## src/rtl/tcr_pkg.sv

```systemverilog
// Package for the text cell row renderer: geometry constants, register indexes,
// gray levels, the work descriptor passed from front to back, and luma helpers.
// No dependencies.
`default_nettype none

package tcr_pkg;

  localparam int CELL_W   = 8;
  localparam int CELL_H   = 16;
  localparam int MAX_COLS = 256;

  localparam int GLYPH_BITS = 16;
  localparam int GIDX_W     = $clog2(GLYPH_BITS);
  localparam int WCNT_W     = $clog2(CELL_W);
  localparam int QDEPTH     = 2;
  localparam int QPTR_W     = $clog2(QDEPTH);
  localparam int QCNT_W     = $clog2(QDEPTH + 1);

  // glyph padding for half and double width glyphs
  localparam int PAD_HALF = ((CELL_W + 7) / 8) * 8 - CELL_W;
  localparam int PAD_WIDE = ((2 * CELL_W + 7) / 8) * 8 - 2 * CELL_W;

  localparam logic [1:0] WK_HALF  = 2'd0;
  localparam logic [1:0] WK_WIDE  = 2'd1;
  localparam logic [1:0] WK_RIGHT = 2'd2;

  localparam logic [2:0] REG_LANDSCAPE   = 3'd0;
  localparam logic [2:0] REG_MARGIN_LEFT = 3'd1;
  localparam logic [2:0] REG_MARGIN_TOP  = 3'd2;
  localparam logic [2:0] REG_SCREEN_H    = 3'd3;
  localparam logic [2:0] REG_CURSOR_FG   = 3'd4;
  localparam logic [2:0] REG_CURSOR_BG   = 3'd5;

  localparam logic [15:0] PIX_BLACK = 16'hFFFF;
  localparam logic [15:0] PIX_WHITE = 16'h0000;

  localparam logic [7:0] LUMA_BLACK_MAX = 8'd85;
  localparam logic [7:0] LUMA_WHITE_MIN = 8'd170;

  typedef enum logic [1:0] {
    GRAY_BLACK  = 2'd0,
    GRAY_DITHER = 2'd1,
    GRAY_WHITE  = 2'd2
  } gray_t;

  typedef struct packed {
    logic        landscape;
    logic [9:0]  margin_left;
    logic [9:0]  margin_top;
    logic [11:0] screen_height;
    logic [23:0] cursor_fg;
    logic [23:0] cursor_bg;
  } cfg_t;

  typedef struct packed {
    logic [CELL_W-1:0] set;      // glyph bit per output column
    gray_t             fg;
    gray_t             bg;
    logic              h_odd;
    logic              landscape;
    logic [11:0]       fixed;    // coordinate that stays constant along the row
    logic [11:0]       xb;       // coordinate of column 0
  } desc_t;

  function automatic logic [15:0] luma_sum(input logic [23:0] rgb);
    logic [15:0] r, g, b;
    r = {8'd0, rgb[23:16]};
    g = {8'd0, rgb[15:8]};
    b = {8'd0, rgb[7:0]};
    return 16'd54 * r + 16'd182 * g + 16'd19 * b;
  endfunction

  // exact x/255 for x up to 255*255
  function automatic logic [7:0] div255(input logic [15:0] x);
    logic [16:0] t;
    t = {1'b0, x} + 17'd1 + {9'd0, x[15:8]};
    return t[15:8];
  endfunction

  function automatic gray_t gray_of(input logic [7:0] bright);
    if (bright <= LUMA_BLACK_MAX) return GRAY_BLACK;
    if (bright < LUMA_WHITE_MIN) return GRAY_DITHER;
    return GRAY_WHITE;
  endfunction

  function automatic int pad_of(input logic [1:0] kind);
    case (kind)
      WK_WIDE:  return PAD_WIDE + CELL_W;
      WK_RIGHT: return PAD_WIDE;
      default:  return PAD_HALF;
    endcase
  endfunction

endpackage

`default_nettype wire

```

## src/rtl/tcr_queue.sv

```systemverilog
// Short descriptor queue decoupling the front end from the pixel emitter.
// Holds tcr_pkg::desc_t entries; depth from tcr_pkg::QDEPTH.
`default_nettype none

module tcr_queue (
  input  wire logic           clk,
  input  wire logic           rst_n,
  input  wire logic           push,
  input  wire tcr_pkg::desc_t wdata,
  output logic                full,
  input  wire logic           pop,
  output logic                not_empty,
  output tcr_pkg::desc_t      rdata
);
  import tcr_pkg::*;

  desc_t             mem_r [QDEPTH];
  logic [QPTR_W-1:0] wr_ptr_r, wr_ptr_nxt;
  logic [QPTR_W-1:0] rd_ptr_r, rd_ptr_nxt;
  logic [QCNT_W-1:0] cnt_r, cnt_nxt;

  assign full      = (cnt_r == QCNT_W'(QDEPTH));
  assign not_empty = (cnt_r != '0);
  assign rdata     = mem_r[rd_ptr_r];

  always_comb begin
    wr_ptr_nxt = wr_ptr_r;
    rd_ptr_nxt = rd_ptr_r;
    if (push) wr_ptr_nxt = (wr_ptr_r == QPTR_W'(QDEPTH - 1)) ? '0 : wr_ptr_r + 1'b1;
    if (pop)  rd_ptr_nxt = (rd_ptr_r == QPTR_W'(QDEPTH - 1)) ? '0 : rd_ptr_r + 1'b1;
    cnt_nxt = cnt_r + QCNT_W'(push) - QCNT_W'(pop);
  end

  always_ff @(posedge clk) begin
    if (!rst_n) begin
      wr_ptr_r <= '0;
      rd_ptr_r <= '0;
      cnt_r    <= '0;
    end else begin
      wr_ptr_r <= wr_ptr_nxt;
      rd_ptr_r <= rd_ptr_nxt;
      cnt_r    <= cnt_nxt;
    end
  end

  always_ff @(posedge clk) begin
    if (push) mem_r[wr_ptr_r] <= wdata;
  end

  a_no_overflow: assert property (@(posedge clk) disable iff (!rst_n) push |-> !full)
    else $error("queue push while full");
  a_no_underflow: assert property (@(posedge clk) disable iff (!rst_n) pop |-> not_empty)
    else $error("queue pop while empty");

endmodule

`default_nettype wire

```

## config.mk

```make
export PLATFORM = sky130hd
export DESIGN_NAME = tcr_queue
export DESIGN_NICKNAME = d
export VERILOG_FILES = /design/src/rtl/tcr_pkg.sv /design/src/rtl/tcr_queue.sv
export SDC_FILE = /design/constraint.sdc
export NUM_CORES = 1
export LEC_CHECK = 0
export ABC_AREA = 1
export BUFFER_PORTS_ARGS = -buffer_cell sky130_fd_sc_hd__buf_2
export CAP_MARGIN = 20
export CORE_MARGIN = 4
export CORE_UTILIZATION = 52
export CTS_CLUSTER_DIAMETER = 150
export DETAILED_ROUTE_END_ITERATION = 10
export HOLD_SLACK_MARGIN = 0.05
export PLACE_DENSITY = 0.79
export SYNTH_ARGS = -nofsm -noshare
export SYNTH_HDL_FRONTEND = slang
export SYNTH_SLANG_ARGS = --single-unit
```

## constraint.sdc

```tcl
create_clock -name clk -period 3.2 [get_ports clk]
set_input_delay 0.32 -clock clk [delete_from_list [all_inputs] [get_ports clk]]
set_output_delay 0.32 -clock clk [all_outputs]
set_load 0.01 [all_outputs]
```

==> run summary, run 1 <==
Mapped Avg Cell Area -> 20.19 um^2
CTS tree -> built
Die X -> 84.58 um
met3 WL -> 356 um
async set or reset register ratio after synthesis -> 0%
Post-Synth Adder-Cell Area -> 0.8207%
H-tree level count -> 3
CP delay by family, top -> flip-flops
vias in the first global route -> 1,637
R2R Setup Slk -> 1700 ps
EDFF count, synth -> 76
Worst Path Required -> 2880 ps
Post-Syn Area -> 0.003049 mm^2
Reg clk slew, reported paths -> 70 ps
Final nets -> 286
peak fanout along the critical path -> 25
endpoints failing hold -> 0
Tot GR Track Use -> 14.61%
CP Cell Sequence -> buf_4, mux2_4, buf_2
core area -> 0.005608 mm^2
Main synth FF type -> edfxtp_1
M1 WL -> 1889 um
syn_nets -> 195
router iterations before antenna repair -> 4
FP Rows -> 27
# port buffers -> 81
Yosys top cell area share -> 74.85%
die height -> 84.58 um
Synth cell types -> 12
IO Count -> 82
register area share after synthesis -> 78.13%
CTS Buf Count -> 9
final RePlAce weighted congestion -> 0.7151
Hold Crit Class -> primary input to register
area leader, netlist -> edfxtp_1
hold path depth -> 1
worst r2r src -> wr_ptr_r
CP peak stage delay -> 760 ps
Setup violations, final -> 0
crit path DAT -> 1960 ps
slew margin rel. -> 55.59%
VDD IR max -> 0.0003234 V
DRT iter0 DRCs -> 64
first-pass GRT wire length -> 7762 um
Final ANT Viol Nets -> 0
LEAKAGE -> 1.511 nW
capture point of the worst reg-to-reg path -> mem_r[1][18]
Post-Synthesis Cells -> 151
multiplexer share of the synthesized area -> 16.50%
most frequent cell after synthesis -> edfxtp_1
Synth area leaders -> edfxtp_1, mux2_4, mux2_2
Bufs on Longest Clock Path -> 2
Synth Area in Compound Gates -> 0.1641%
Reg2Reg Depth -> 3
routed len/inst -> 15.59 um
clock period minus worst slack -> 2282 ps
fmax -> 438.3 MHz
Clock Skews -> 6.035 ps
Commonest cells post-synth -> edfxtp_1, mux2_4, mux2_2
Hold EP -> mem_r[0][33]
Crit Path Class -> register to primary output
hold_buf cts -> 0
share of cells above drive strength 1 -> 55.51%
Die ar. -> 0.007153 mm^2
vias -> 1,564
synthesis-stage register bit count -> 81
maxcap violations -> 0
RSZ-0062 raised after global routing -> false
initial antenna violation count -> 0
setup repair bufs after CTS -> 0
uppermost layer routed -> met4
Hold Worst Slack -> 168.0 ps
Tightest Pin Transition -> 666.1 ps
warnings from Yosys -> 0
largest family of logic cells by synthesized area -> multiplexers
CP bufs+invs -> 2
post-synthesis simple-gate area fraction -> 2.257%
ant diodes -> 0
clk sink count -> 81
effective utilization at floorplan -> 54.37%
Crit. End Element -> primary output
clk_lat worst skew -> 330 ps
vias per inst -> 4.934
Worst setup SP type -> register
drt drc -> 0
final wirelength -> 4942 um
Final Max Tran Viols -> 0
met2 wire length -> 2555 um
worst hold path startpoint -> wdata[33]
PostCTS Resize Cnt -> 0
Final period util -> 71.30%
Area Growth Syn to Fin -> 22.86%
xor/xnor share of the synthesized area -> 0%
final setup TNS -> 0 ps
clk root buf -> clkbuf_8
status -> complete, no violations
power density cells -> 592.0 mW/mm^2
GR Overflow Total -> 0
Fillers -> 415
DP HPWL -> 3448 um
largest net degree at the start of global routing -> 39
CP max stage cell -> dfxtp_2
how the worst max path moves through the flow:
stage / startpoint / endpoint / cells after the start
after floorplan: push / mem_r[0][0] / 2
after global placement: register / rdata[23] / 3
after detailed placement: register / rdata[16] / 3
after CTS: register / rdata[16] / 3
after global routing: register / rdata[9] / 3
final: register / rdata[23] / 3
worst reg2reg max path, delay by kind of cell (launching register included):
kind	cells	cell delay, ps
flops	1	390
buf+inv	2	640
simple gates	1	90
report_power, final:
part	switching (mW)	internal (mW)	total (mW)
Sequential	0.0259	1.22	1.25
Clock	0.312	0.424	0.735
Combinational	0.113	0.120	0.233
Total	0.450	1.77	2.22
routing by layer:
metal	track usage (%)	vias to the layer above
met1	17.13	739
li1	-	748
met3	3.729	14
met2	24.13	63
met4	8.777	0
met5	0	-
registers in the layout, indices dropped and copies added, names as in the netlist, named ones only:
signal and count:
rd_ptr_r 1, mem_r 76, cnt_r 2, wr_ptr_r 1
cell families after synthesis:
| logic type | Yosys count |
|---|---|
| buffers and inverters | 11 |
| flip-flops | 81 |
| adder cells (fa/ha/maj) | 2 |
| AO/OA/AOI/OAI | 1 |
| AND/OR/NAND/NOR | 18 |
| multiplexers | 38 |
cell type report:
| cell class | count | area [um^2] | share of cell area (%) |
|---|---|---|---|
| clock buffers | 9 | 123.9 | 3.307 |
| repair buffers | 84 | 440.4 | 11.76 |
| multi-input cells | 59 | 609.3 | 16.27 |
| inverters | 7 | 26.28 | 0.7014 |
| well taps | 72 | 90.09 | 2.405 |
| clock inverters | 5 | 72.57 | 1.937 |
| flip-flops and latches | 81 | 2384 | 63.63 |
cell usage in the layout, fill, tap and decap left out, drive strengths merged:
| master | instances |
|---|---|
| dfxtp | 5 |
| nand3 | 1 |
| clkinv | 3 |
| nor2 | 8 |
| bufinv | 2 |
| nand2 | 9 |
| a21oi | 1 |
| mux2 | 38 |
| ha | 2 |
| inv | 7 |
| edfxtp | 76 |
| clkbuf | 9 |
| buf | 84 |
per-stage QoR:
stage | total power, mW | utilization [%] | setup slack (ps) | cells | area (um^2)
2_1_floorplan | 1.408 | - | 806.4 | 151 | 3049
3_3_place_gp | 1.496 | 62.94 | 1277 | 302 | 3530
3_5_place_dp | 1.507 | 62.94 | 1232 | 302 | 3530
4_1_cts | 2.244 | 66.44 | 859.3 | 316 | 3726
5_1_grt | 2.321 | 66.80 | 813.3 | 317 | 3746
6_report | 2.218 | 66.80 | 918.4 | 317 | 3746
Power figures use the tool's default switching activity.
==> run 2, diff against run 1 <==
--- a/config.mk
+++ b/config.mk
@@ -9,11 +9,11 @@
 export BUFFER_PORTS_ARGS = -buffer_cell sky130_fd_sc_hd__buf_2
 export CAP_MARGIN = 20
 export CORE_MARGIN = 4
-export CORE_UTILIZATION = 52
+export CORE_UTILIZATION = 47
 export CTS_CLUSTER_DIAMETER = 150
 export DETAILED_ROUTE_END_ITERATION = 10
 export HOLD_SLACK_MARGIN = 0.05
-export PLACE_DENSITY = 0.79
+export PLACE_DENSITY = 0.75
 export SYNTH_ARGS = -nofsm -noshare
 export SYNTH_HDL_FRONTEND = slang
 export SYNTH_SLANG_ARGS = --single-unit
==> constraint.sdc (replaced) <==
create_clock -name clk -period 2 [get_ports clk]
set_input_delay 0.2 -clock clk [delete_from_list [all_inputs] [get_ports clk]]
set_output_delay 0.2 -clock clk [all_outputs]
set_load 0.01 [all_outputs]
==> run 2 against run 1 <==
Power is 57% higher. Via count increased by 9.1%. Clock skew down 0.88 ps. Die area increased by 9.6%. Critical path type unchanged. Routed wire length is 5.3% higher. First-iteration DRC count down 36%. Core utilization is 1.7 points lower.
==> run summary, run 2 (synthesized netlist as in run 1, its figures left out) <==
status -> complete, no violations
multi-input logic area -> 609.3 um^2 (unchanged)
setup repair bufs after CTS -> 0 (unchanged)
Setup violations, final -> 0 (unchanged)
Sequential cell area -> 0.002384 mm^2 (unchanged)
Die ar. -> 0.007840 mm^2 (+9.6%)
Worst setup SP type -> register
Crit Path Class -> register to primary output
clk sink count -> 81 (unchanged)
Bufs on Longest Clock Path -> 2 (unchanged)
slew margin rel. -> 72.71% (+17 points)
worst r2r src -> cnt_r[0]
clk_lat worst skew -> 340 ps (about the same)
power density cells -> 849.0 mW/mm^2 (+43%)
most common cell after layout, fill and taps aside -> buf_2
Fillers -> 453 (+9.2%)
final RePlAce weighted congestion -> 0.7320 (+2.4%)
H-tree level count -> 3 (unchanged)
first-pass GRT wire length -> 7845 um (+1.1%)
Clock Skews -> 5.157 ps (-0.8784 ps)
vias -> 1,706 (+9.1%)
GR Overflow Total -> 0 (unchanged)
endpoints failing hold -> 0 (unchanged)
final wirelength -> 5202 um (+5.3%)
Final ANT Viol Nets -> 0 (unchanged)
RSZ-0062 raised after global routing -> false
fmax -> 567.5 MHz
Final period util -> 88.10%
Reg2Reg Depth -> 8 (+5)
Worst Path Required -> 1800 ps (-1080 ps)
VDD IR max -> 0.0005724 V (+77%)
Tightest Pin Transition -> 409.4 ps (-256.7 ps)
routed len/inst -> 14.45 um (-7.3%)
pre-CTS setup slack -> 587.3 ps (-645.2 ps)
capture point of the worst reg-to-reg path -> cnt_r[1]
vias in the first global route -> 1,646 (+0.55%)
Final Max Tran Viols -> 0 (unchanged)
maxcap violations -> 0 (unchanged)
Reg clk slew, reported paths -> 70 ps (about the same)
PostCTS Resize Cnt -> 0 (unchanged)
DRT iter0 DRCs -> 41 (-36%)
initial antenna violation count -> 0 (unchanged)
final setup TNS -> 0 ps (unchanged)
# port buffers -> 81 (unchanged)
ant diodes -> 0 (unchanged)
Final nets -> 325 (+14%)
Die X -> 88.55 um (+4.7%)
crit path DAT -> 1560 ps (-400 ps)
CP max stage cell -> mux2_2
share of cells above drive strength 1 -> 49.12% (-6.4 points)
Most flops, register -> mem_r
core area -> 0.006314 mm^2 (+13%)
clk root buf -> clkbuf_8
hold path depth -> 1 (unchanged)
LEAKAGE -> 1.663 nW (+10%)
clock period minus worst slack -> 1762 ps
most frequent cells in the layout -> buf_2, edfxtp_1, dlygate4sd3_1, mux2_4, mux2_2
Crit. End Element -> primary output
IO Count -> 82 (unchanged)
FP Rows -> 29 (+7.4%)
largest net degree at the start of global routing -> 30 (-23%)
CTS Buf Count -> 9 (unchanged)
vias per inst -> 4.739 (-3.9%)
router iterations before antenna repair -> 4 (unchanged)
Regs by FF count -> mem_r (76), cnt_r (2)
R2R Setup Slk -> 740 ps (-960 ps)
CP peak stage delay -> 390 ps (-370 ps)
effective utilization at floorplan -> 48.30% (-6.1 points)
max reg flops -> 76 (unchanged)
DP HPWL -> 3374 um (-2.1%)
drt drc -> 0 (unchanged)
Area Growth Syn to Fin -> 34.88%
Setup WS post-layout -> 237.9 ps (-680.4 ps)
die height -> 88.55 um (+4.7%)
Hold EP -> mem_r[1][11]
CTS tree -> built
peak fanout along the critical path -> 25 (unchanged)
worst hold path startpoint -> wdata[11]
Hold Crit Class -> primary input to register
Tot GR Track Use -> 13.84% (-0.77 points)
CP Cell Sequence -> buf_4, mux2_2, buf_2
## run 2: cell count changes in the layout (fill, tap and decap cells not counted)
cell,delta
buf_4,+2
dlygate4sd3_1,+37
clkinvlp_4,+1
clkinv_2,+1
clkinv_1,-2
bufinv_16,-1
## run 2: power breakdown
part	switching (mW)	internal (mW)	leakage, nW
combinational	0.205	0.242	0.820
clock	0.512	0.551	0.0868
sequential	0.0244	1.96	0.755
total	0.742	2.75	1.66
## run 2: per-layer routing
metal / global-route usage (%) / up-vias / wire (um) / part of all wire, %
li1: - / 824 / - / -
met1: 17.76 / 829 / 2204 / 42
met2: 21.89 / 46 / 2669 / 51
met3: 4.655 / 7 / 251 / 4.8
met4: 5.357 / 0 / 77 / 1.5
met5: 0 / - / 0 / 0
## run 2: layout make-up
type                            instances  share of cell area [%]
Sequential cell                        81                   57.96
Timing Repair Buffer                  123                   20.08
Multi-Input combinational cell         59                   14.82
Clock buffer                            9                   3.012
Tap cell                               77                   2.343
Clock inverter                          4                   1.156
Inverter                                7                  0.6389
## run 2: critical path, delay by kind of cell (launching register included)
| family | cells | cell delay, ps |
|---|---|---|
| buffers and inverters | 2 | 500 |
| muxes | 1 | 390 |
| DFF | 1 | 320 |
## run 2: what timing repair did
action	in CTS	in global routing
endpoints found under the hold margin	57	16
hold buffers	29	8
setup endpoints to repair	0	0
## run 2: worst max path at each step
stage | endpoint | startpoint | depth (start not counted)
final | rdata[37] | register | 3
after global routing | rdata[33] | register | 3
after CTS | rdata[37] | register | 3
after detailed placement | rdata[29] | register | 3
after global placement | rdata[33] | register | 3
after floorplan | mem_r[0][0] | wr_ptr_r | 1
## run 2: stage by stage
| stage | cells | utilization, % | total power [mW] | area, um^2 | hold WS, ps |
|---|---|---|---|---|---|
| 3_3_place_gp | 310 | 56.56 | 2.403 | 3571 | 388.2 |
| 3_5_place_dp | 310 | 56.56 | 2.415 | 3571 | 391.2 |
| 6_report | 360 | 65.14 | 3.492 | 4113 | 79.71 |
| 4_1_cts | 352 | 63.87 | 3.511 | 4033 | 50.02 |
| 5_1_grt | 360 | 65.14 | 3.665 | 4113 | 52.91 |
| 2_1_floorplan | 151 | - | 2.252 | 3052 | 293.5 |
