`src/rtl/tcr_pkg.sv`:
```
// Package for the text cell row renderer: geometry constants, register indexes,
// gray levels, the work descriptor passed from front to back, and luma helpers.
// No dependencies.
`default_nettype none

package tcr_pkg;

  localparam int CELL_W   = 8;
  localparam int CELL_H   = 16;
  localparam int MAX_COLS = 256;

  localparam int GLYPH_BITS = 16;
  localparam int GIDX_W     = $clog2(GLYPH_BITS);
  localparam int WCNT_W     = $clog2(CELL_W);
  localparam int QDEPTH     = 2;
  localparam int QPTR_W     = $clog2(QDEPTH);
  localparam int QCNT_W     = $clog2(QDEPTH + 1);

  // glyph padding for half and double width glyphs
  localparam int PAD_HALF = ((CELL_W + 7) / 8) * 8 - CELL_W;
  localparam int PAD_WIDE = ((2 * CELL_W + 7) / 8) * 8 - 2 * CELL_W;

  localparam logic [1:0] WK_HALF  = 2'd0;
  localparam logic [1:0] WK_WIDE  = 2'd1;
  localparam logic [1:0] WK_RIGHT = 2'd2;

  localparam logic [2:0] REG_LANDSCAPE   = 3'd0;
  localparam logic [2:0] REG_MARGIN_LEFT = 3'd1;
  localparam logic [2:0] REG_MARGIN_TOP  = 3'd2;
  localparam logic [2:0] REG_SCREEN_H    = 3'd3;
  localparam logic [2:0] REG_CURSOR_FG   = 3'd4;
  localparam logic [2:0] REG_CURSOR_BG   = 3'd5;

  localparam logic [15:0] PIX_BLACK = 16'hFFFF;
  localparam logic [15:0] PIX_WHITE = 16'h0000;

  localparam logic [7:0] LUMA_BLACK_MAX = 8'd85;
  localparam logic [7:0] LUMA_WHITE_MIN = 8'd170;

  typedef enum logic [1:0] {
    GRAY_BLACK  = 2'd0,
    GRAY_DITHER = 2'd1,
    GRAY_WHITE  = 2'd2
  } gray_t;

  typedef struct packed {
    logic        landscape;
    logic [9:0]  margin_left;
    logic [9:0]  margin_top;
    logic [11:0] screen_height;
    logic [23:0] cursor_fg;
    logic [23:0] cursor_bg;
  } cfg_t;

  typedef struct packed {
    logic [CELL_W-1:0] set;      // glyph bit per output column
    gray_t             fg;
    gray_t             bg;
    logic              h_odd;
    logic              landscape;
    logic [11:0]       fixed;    // coordinate that stays constant along the row
    logic [11:0]       xb;       // coordinate of column 0
  } desc_t;

  function automatic logic [15:0] luma_sum(input logic [23:0] rgb);
    logic [15:0] r, g, b;
    r = {8'd0, rgb[23:16]};
    g = {8'd0, rgb[15:8]};
    b = {8'd0, rgb[7:0]};
    return 16'd54 * r + 16'd182 * g + 16'd19 * b;
  endfunction

  // exact x/255 for x up to 255*255
  function automatic logic [7:0] div255(input logic [15:0] x);
    logic [16:0] t;
    t = {1'b0, x} + 17'd1 + {9'd0, x[15:8]};
    return t[15:8];
  endfunction

  function automatic gray_t gray_of(input logic [7:0] bright);
    if (bright <= LUMA_BLACK_MAX) return GRAY_BLACK;
    if (bright < LUMA_WHITE_MIN) return GRAY_DITHER;
    return GRAY_WHITE;
  endfunction

  function automatic int pad_of(input logic [1:0] kind);
    case (kind)
      WK_WIDE:  return PAD_WIDE + CELL_W;
      WK_RIGHT: return PAD_WIDE;
      default:  return PAD_HALF;
    endcase
  endfunction

endpackage

`default_nettype wire

```
`src/rtl/tcr_back.sv`:
```
// Back end: walks each descriptor one column per cycle and drives the
// registered pixel outputs. Uses tcr_pkg.
`default_nettype none

module tcr_back (
  input  wire logic           clk,
  input  wire logic           rst_n,
  input  wire logic           q_not_empty,
  input  wire tcr_pkg::desc_t q_rdata,
  output logic                q_pop,
  output logic                out_strobe,
  output logic [11:0]         out_pos_x,
  output logic [11:0]         out_pos_y,
  output logic [15:0]         out_pixel,
  output logic                out_last
);
  import tcr_pkg::*;

  localparam logic [WCNT_W-1:0] LAST_W = WCNT_W'(CELL_W - 1);

  desc_t             cur_r, cur_nxt;
  logic              cur_valid_r, cur_valid_nxt;
  logic [WCNT_W-1:0] w_r, w_nxt;
  logic              at_end;

  logic        strobe_r;
  logic [11:0] pos_x_r, pos_x_nxt;
  logic [11:0] pos_y_r, pos_y_nxt;
  logic [15:0] pixel_r, pixel_nxt;
  logic        last_r;

  gray_t       g;
  logic [11:0] run;

  assign at_end = cur_valid_r && (w_r == LAST_W);
  assign q_pop  = q_not_empty && (!cur_valid_r || at_end);

  always_comb begin
    cur_nxt       = q_pop ? q_rdata : cur_r;
    cur_valid_nxt = q_pop ? 1'b1 : (at_end ? 1'b0 : cur_valid_r);
    w_nxt         = (!cur_valid_r || at_end) ? '0 : w_r + 1'b1;

    g = cur_r.set[w_r] ? cur_r.fg : cur_r.bg;
    case (g)
      GRAY_WHITE:  pixel_nxt = PIX_WHITE;
      GRAY_BLACK:  pixel_nxt = PIX_BLACK;
      default:     pixel_nxt = (cur_r.h_odd == w_r[0]) ? PIX_WHITE : PIX_BLACK;
    endcase
    run = cur_r.xb + 12'(w_r);
    pos_x_nxt = cur_r.landscape ? cur_r.fixed : run;
    pos_y_nxt = cur_r.landscape ? run : cur_r.fixed;
  end

  always_ff @(posedge clk) begin
    if (!rst_n) begin
      cur_valid_r <= 1'b0;
      w_r         <= '0;
      strobe_r    <= 1'b0;
      last_r      <= 1'b0;
    end else begin
      cur_valid_r <= cur_valid_nxt;
      w_r         <= w_nxt;
      strobe_r    <= cur_valid_r;
      last_r      <= at_end;
    end
  end

  always_ff @(posedge clk) begin
    cur_r   <= cur_nxt;
    pos_x_r <= pos_x_nxt;
    pos_y_r <= pos_y_nxt;
    pixel_r <= pixel_nxt;
  end

  assign out_strobe = strobe_r;
  assign out_pos_x  = pos_x_r;
  assign out_pos_y  = pos_y_r;
  assign out_pixel  = pixel_r;
  assign out_last   = last_r;

  a_last_strobed: assert property (@(posedge clk) disable iff (!rst_n) last_r |-> strobe_r)
    else $error("last flag without strobe");
  a_mid_row: assert property (@(posedge clk) disable iff (!rst_n)
      (cur_valid_r && (w_r != LAST_W)) |=> (cur_valid_r && (w_r == $past(w_r) + 1'b1)))
    else $error("row walk broke before its last column");

endmodule

`default_nettype wire

```
`config.mk`:
```
export PLATFORM = sky130hd
export DESIGN_NAME = tcr_back
export DESIGN_NICKNAME = d
export VERILOG_FILES = /design/src/rtl/tcr_pkg.sv /design/src/rtl/tcr_back.sv
export SDC_FILE = /design/constraint.sdc
export NUM_CORES = 1
export LEC_CHECK = 0
export BUFFER_PORTS_ARGS = -buffer_cell sky130_fd_sc_hd__buf_4
export CAP_MARGIN = 20
export CORE_UTILIZATION = 50
export CTS_CLUSTER_DIAMETER = 150
export DETAILED_ROUTE_END_ITERATION = 7
export PLACE_DENSITY = 0.79
export SETUP_SLACK_MARGIN = 0.02
export SLEW_MARGIN = 20
export SYNTH_ARGS = -nofsm -noshare
export SYNTH_HDL_FRONTEND = slang
export SYNTH_SLANG_ARGS = --single-unit
```
`constraint.sdc`:
```
create_clock -name clk -period 4.42 [get_ports clk]
set_input_delay 0.884 -clock clk [delete_from_list [all_inputs] [get_ports clk]]
set_output_delay 0.884 -clock clk [all_outputs]
set_load 0.02 [all_outputs]
```
==> impl_metrics.json, run 1 <==
{
  "outcome": "finished clean",
  "p_leak_nw": 1.46,
  "syn_nets": 229,
  "dp_slack_ps": 1780,
  "cts_htree_levels": 3,
  "timing.final.crit_share": 0.674,
  "tightest_slew_ps": 493,
  "reg2reg_slack_ps": 2300,
  "netlist_area_um2": 2610,
  "routed_via_density": 4.72,
  "cts_buffers": 9,
  "synth_edf_count": 38,
  "crit_path_end_kind": "primary output",
  "antenna_found_initial": 0,
  "required_ps": 3540,
  "async_flop_share": 0,
  "ctsRootBufferMaster": "clkbuf_8",
  "diodes": 0,
  "max_slew_margin": 0.671,
  "setup_slack_ps": 1440,
  "yosysMostFrequentCell": "edfxtp_1",
  "rows": 25,
  "min_from": "cur_r[13]",
  "ctsHoldBuffers": 0,
  "routedWlPerCell_um": 13.3,
  "synth_ff_type": "edfxtp_1",
  "wirelength_um": 4390,
  "layout.nets": 306,
  "finalHoldViolCount": 0,
  "tns_ps": 0,
  "hp-class": "flip-flop to flip-flop",
  "cts_tree": "built",
  "finalSetupViolations": 0,
  "overflow": 0,
  "drt-pass1-iter-count": 4,
  "num_vias": 1561,
  "grt_use_total": 0.179,
  "yosysUniqueCellTypes": 30,
  "grt_pass1_wl_um": 6980,
  "drv_slew": 0,
  "cts.clk_slew.worst_paths_ps": 70,
  "arrival_ps": 2100,
  "synth_common_cells": "38 x edfxtp_1, 31 x dfxtp_1, 15 x buf_4, 12 x inv_1, 11 x a21oi_1",
  "clk-insertion-delay-late_ps": 330,
  "synth_area_leaders": "edfxtp_1 44%, dfxtp_1 24%, buf_4 4.3%",
  "holdPathStages": 2,
  "clock_skew_ps": 13.4,
  "syn-instance-count": 182,
  "die_w_um": 74.2,
  "grt_pass1_vias": 1505,
  "syn_avg_cell_area_um2": 14.3,
  "cap_violations": 0,
  "reg2reg_to": "out_pos_y[10]",
  "cp_slowest_cell": "dfxtp_1",
  "critPathTopFamily": "buffers and inverters",
  "clock_sinks": 69,
  "rsz0062_at_grt": "no",
  "gp_congestion": 0.754,
  "r2r_start": "w_r[0]",
  "numPortBuffers": 83,
  "cp-start-kind": "flip-flop",
  "dp_hpwl_um": 3170,
  "rr_worst_depth": 7,
  "post-route-drc-count": 0,
  "layout-drive-gt1-share": 0.420,
  "dr.first_iter.drc_count": 90,
  "cts_setup_buffers": 0,
  "ys_warn_count": 0,
  "design.core.area_um2": 4880,
  "clockBufferDepth": 2,
  "seq_area_frac_synth": 0.676,
  "cp_cell_sequence": "ha_1 -> ha_1 -> nor2b_1 -> nor2b_4 -> buf_4 -> buf_4",
  "synth.top_cell.area_share": 0.438,
  "grt_max_degree": 40,
  "power_density_nw_per_um2": 419,
  "min_period_ps": 2980,
  "antenna_left": 0,
  "fill_cells": 360,
  "crit_buf_inv": 2,
  "multiInputGateArea_um2": 679,
  "initial_core_util": 0.534,
  "worstPathMaxFanout": 39,
  "io_pins": 84,
  "synth-seq-cells": 69,
  "die_area_um2": 5510,
  "critPathMaxStageDelay_ps": 500,
  "max_clock_freq_ghz": 0.336,
  "cts_resized": 0,
  "regArea_um2": 1760,
  "area_delta_synth_final_pct": 30.1,
  "die_y_um": 74.2,
  "synth_top_area_cell": "edfxtp_1",
  "ir_drop_mv": 0.265,
  "critPathKind": "flip-flop to primary output",
  "whs_endpoint": "out_pos_x[1]"
}
per-stage QoR:
stage	power (mW)	hold slack, ps	utilization	area, µm²	cells
final	1.42	486	0.695	3390	331
after global routing	1.48	514	0.695	3390	331
after CTS	1.43	496	0.695	3390	331
after detailed placement	0.960	481	0.657	3210	315
after global placement	0.954	456	0.657	3210	315
after floorplan	0.884	447	-	2610	182
where the power goes:
group | switching (mW) | leakage, nW | internal, mW | total (mW)
registers | 0.0213 | 0.622 | 0.723 | 0.744
clock network | 0.218 | 0.0947 | 0.258 | 0.476
logic | 0.102 | 0.742 | 0.0973 | 0.200
tightest hold or removal path: cells and delay by family (launching register included):
kind               cells  cell delay (ps)
and+or+nand+nor        1               50
AOI/OAI and AO/OA      1               60
DFF                    1              340
logic make-up after synthesis:
logic type,share of synthesized area
flip-flops,0.676
buffers and inverters,0.0667
AND/OR/NAND/NOR,0.0489
multiplexers,0.0945
AO/OA/AOI/OAI,0.0456
XOR/XNOR,0.0369
adder cells (fa/ha/maj),0.0317
flip-flops by register name, summed over array words and instances, names as in the netlist:
name         flops
out_last         1
cur_r           38
out_strobe       1
out_pixel        1
out_pos_y       12
out_pos_x       12
w_r              3
cur_valid_r      1
metal layers:
| layer | routed length, µm | global-route usage |
|---|---|---|
| met4 | 82 | 0.0901 |
| met3 | 316 | 0.0759 |
| met1 | 1790 | 0.208 |
| met2 | 2200 | 0.287 |
| met5 | 0 | 0 |
how the worst max path moves through the flow:
stage | from | endpoint | depth (start not counted)
5_1_grt | w_r[0] | q_pop | 6
2_1_floorplan | q_not_empty | q_pop | 1
3_5_place_dp | w_r[0] | q_pop | 6
4_1_cts | w_r[0] | q_pop | 6
6_report | w_r[0] | q_pop | 6
3_3_place_gp | q_not_empty | q_pop | 4
layout make-up:
type / instances / share of cell area
repair buffers: 85 / 0.188
inverters: 12 / 0.0133
well taps: 67 / 0.0247
clock inverters: 5 / 0.0155
multi-input cells: 82 / 0.200
flip-flops and latches: 69 / 0.519
clock buffers: 11 / 0.0387
placed cells by master, fill, tap and decap left out, drive strengths merged, types with 2 or more instances in the layout:
master / n
a21oi: 11
and3: 4
buf: 85
clkbuf: 11
clkinv: 4
dfxtp: 31
edfxtp: 38
ha: 5
inv: 12
mux2: 9
mux2i: 10
mux4: 2
nand2: 4
nand3: 2
nor2: 8
nor2b: 3
o211ai: 2
o21ai: 2
xnor2: 6
xor2: 5
Power figures use the tool's default switching activity.
==> run 2: changes to the inputs <==
Settings changed: ABC_AREA set to 1, PLACE_DENSITY 0.79 to 0.78.
Clock period 4.42 ns to 3.1 ns, I/O delays scaled along.
==> run 2 against run 1 <==
Against the previous run:
- clock power increased by 38%
- via count increased by 18%
- critical path depth decreased by 1
- sequential share of layout area decreased by 1.6 points
- count of clock-buffer cells in the layout increased by 4
- setup slack got worse by 880 ps
- sequential power increased by 44%
- routed wire length increased by 4.7%
- final area increased by 3.2%
==> impl_metrics.json, run 2 <==
{
  "layout.nets": 373,
  "switching_share": 0.253,
  "drv_slew": 0,
  "p_switching_mw": 0.520,
  "largest_reg_flops": 38,
  "finalSetupViolations": 0,
  "wirelength_um": 4590,
  "crit_top_cell": "ha_1",
  "overflow": 0,
  "critPathMaxStageDelay_ps": 530,
  "grt_pass1_wl_um": 7140,
  "netlist_area_um2": 2710,
  "cap_violations": 0,
  "clk-insertion-delay-late_ps": 340,
  "final_cells": 401,
  "pwr-share-seq": 0.519,
  "dp_hpwl_um": 3320,
  "synth_top_area_cell": "edfxtp_1",
  "required_ps": 2480,
  "top_register": "cur_r",
  "cts_setup_buffers": 0,
  "yosysMostFrequentCell": "nand2_1",
  "ir_drop_mv": 0.357,
  "power_mw": 2.06,
  "diodes": 0,
  "multiInputGateArea_um2": 703,
  "rows": 26,
  "crit_buf_inv": 2,
  "synth_ff_type": "edfxtp_1",
  "critPathTopFamily": "flip-flops",
  "timing.final.crit_share": 0.820,
  "grt_max_degree": 26,
  "syn_nets": 297,
  "cts_tree": "built",
  "synth_common_cells": "60 x nand2_1, 38 x edfxtp_1, 31 x dfxtp_1, 30 x inv_1, 17 x nand3_1",
  "place_inst": 385,
  "finalHoldViolCount": 0,
  "synth-seq-cells": 69,
  "arrival_ps": 1920,
  "clock_sinks": 69,
  "outcome": "finished clean",
  "clock_skew_ps": 10.3,
  "cp_cell_sequence": "ha_1 -> ha_1 -> inv_1 -> a21oi_4 -> buf_4",
  "hp-class": "input port to flip-flop",
  "p_leak_nw": 1.61,
  "design.core.area_um2": 5170,
  "die_area_um2": 5730,
  "fill_cells": 391,
  "clkPwrFrac": 0.318,
  "gp_congestion": 0.719,
  "drt-pass1-iter-count": 4,
  "ctsHoldBuffers": 0,
  "initial_core_util": 0.525,
  "whs_ps": 449,
  "tns_ps": 0,
  "cp-start-kind": "flip-flop",
  "synth_edf_count": 38,
  "cts.clk_slew.worst_paths_ps": 70,
  "critPathKind": "flip-flop to primary output",
  "ys_warn_count": 0,
  "routedWlPerCell_um": 11.5,
  "worstPathMaxFanout": 15,
  "syn-instance-count": 250,
  "dr.first_iter.drc_count": 92,
  "die_y_um": 75.7,
  "rsz0062_at_grt": "no",
  "p_int_mw": 1.54,
  "clockBufferDepth": 2,
  "yosysUniqueCellTypes": 27,
  "layout-drive-gt1-share": 0.341,
  "cts_htree_levels": 3,
  "max_slew_margin": 0.536,
  "grt_use_total": 0.179,
  "ctsRootBufferMaster": "clkbuf_8",
  "cts_resized": 0,
  "routed_via_density": 4.59,
  "numPortBuffers": 83,
  "antenna_found_initial": 0,
  "crit_path_end_kind": "primary output",
  "synth.top_cell.area_share": 0.420,
  "num_vias": 1840,
  "grt_pass1_vias": 1675,
  "min_period_ps": 2540,
  "regArea_um2": 1760,
  "die_w_um": 75.7,
  "final_common_cell": "buf_4",
  "syn_avg_cell_area_um2": 10.9,
  "max_clock_freq_ghz": 0.393,
  "cts_buffers": 9,
  "io_pins": 84,
  "p_comb_frac": 0.162,
  "tightest_slew_ps": 696,
  "power_density_nw_per_um2": 588,
  "antenna_left": 0,
  "seq_area_frac_synth": 0.649,
  "post-route-drc-count": 0,
  "async_flop_share": 0,
  "final_cell_mix": "85 x buf_4, 60 x nand2_1, 38 x edfxtp_1",
  "synth_area_leaders": "edfxtp_1 42%, dfxtp_1 23%, nand2_1 8.3%",
  "area_delta_synth_final_pct": 29.0,
  "cp_slowest_cell": "dfxtp_1"
}
## run 2: cell types whose count changed after synthesis, moves of 10 or more
| cell | before | now |
|---|---|---|
| inv_1 | 12 | 30 |
| nand2_1 | 4 | 60 |
| mux2i_1 | 10 | 0 |
| o21ai_1 | 0 | 11 |
| nand3_1 | 2 | 17 |
| a21oi_1 | 11 | 1 |
## run 2: stage by stage
| stage | setup slack (ps) | utilization | cell area (µm²) |
|---|---|---|---|
| global route | 382 | 0.677 | 3500 |
| floorplan | 474 | - | 2720 |
| global placement | 963 | 0.642 | 3320 |
| detailed placement | 915 | 0.642 | 3320 |
| CTS | 523 | 0.677 | 3500 |
| finish | 557 | 0.677 | 3500 |
## run 2: path summary, 6_finish.rpt
path | to | cells past startpoint | slack, ps | startpoint
setup / recovery | q_pop | 5 | 560 | w_r[0]
hold / removal | cur_r[10] | 1 | 450 | q_rdata[10]
setup reg to reg | cur_r[16] | 5 | 1010 | w_r[0]
hold reg to reg | out_pos_y[1] | 2 | 480 | cur_r[13]
## run 2: logic make-up after synthesis
kind of cell,after synthesis,share of synthesized area
AOI/OAI and AO/OA,22,0.0484
DFF,69,0.649
buffers and inverters,54,0.0959
adders and majority gates,6,0.0304
xor gates and xnor gates,7,0.0254
and+or+nand+nor,92,0.151
## run 2: power by group through the flow
stage | Sequential [mW] | Clock, mW | Combinational, mW
2_1_floorplan | 1.12 | 0 | 0.185
3_3_place_gp | 1.09 | 0 | 0.330
3_5_place_dp | 1.09 | 0 | 0.337
4_1_cts | 1.07 | 0.673 | 0.338
5_1_grt | 1.08 | 0.712 | 0.365
6_report | 1.07 | 0.656 | 0.334
## run 2: worst reg2reg max path, stage by stage, from the launching register on
cell and delay [ps]:
dfxtp_1 530, ha_1 210, ha_1 130, inv_1 80, a21oi_4 410, buf_4 410
## run 2: cell type report
cell class | instances | area share
clock buffer | 15 | 0.0504
tap | 70 | 0.0250
multi-input combinational | 127 | 0.201
clock inverter | 1 | 0.00143
inverter | 34 | 0.0365
timing repair buffer | 85 | 0.182
sequential | 69 | 0.503
## run 2: per-layer routing
layer	wire, µm	GRT usage
met5	0	0
met4	87	0.0947
met3	300	0.0661
met2	2380	0.312
met1	1820	0.189
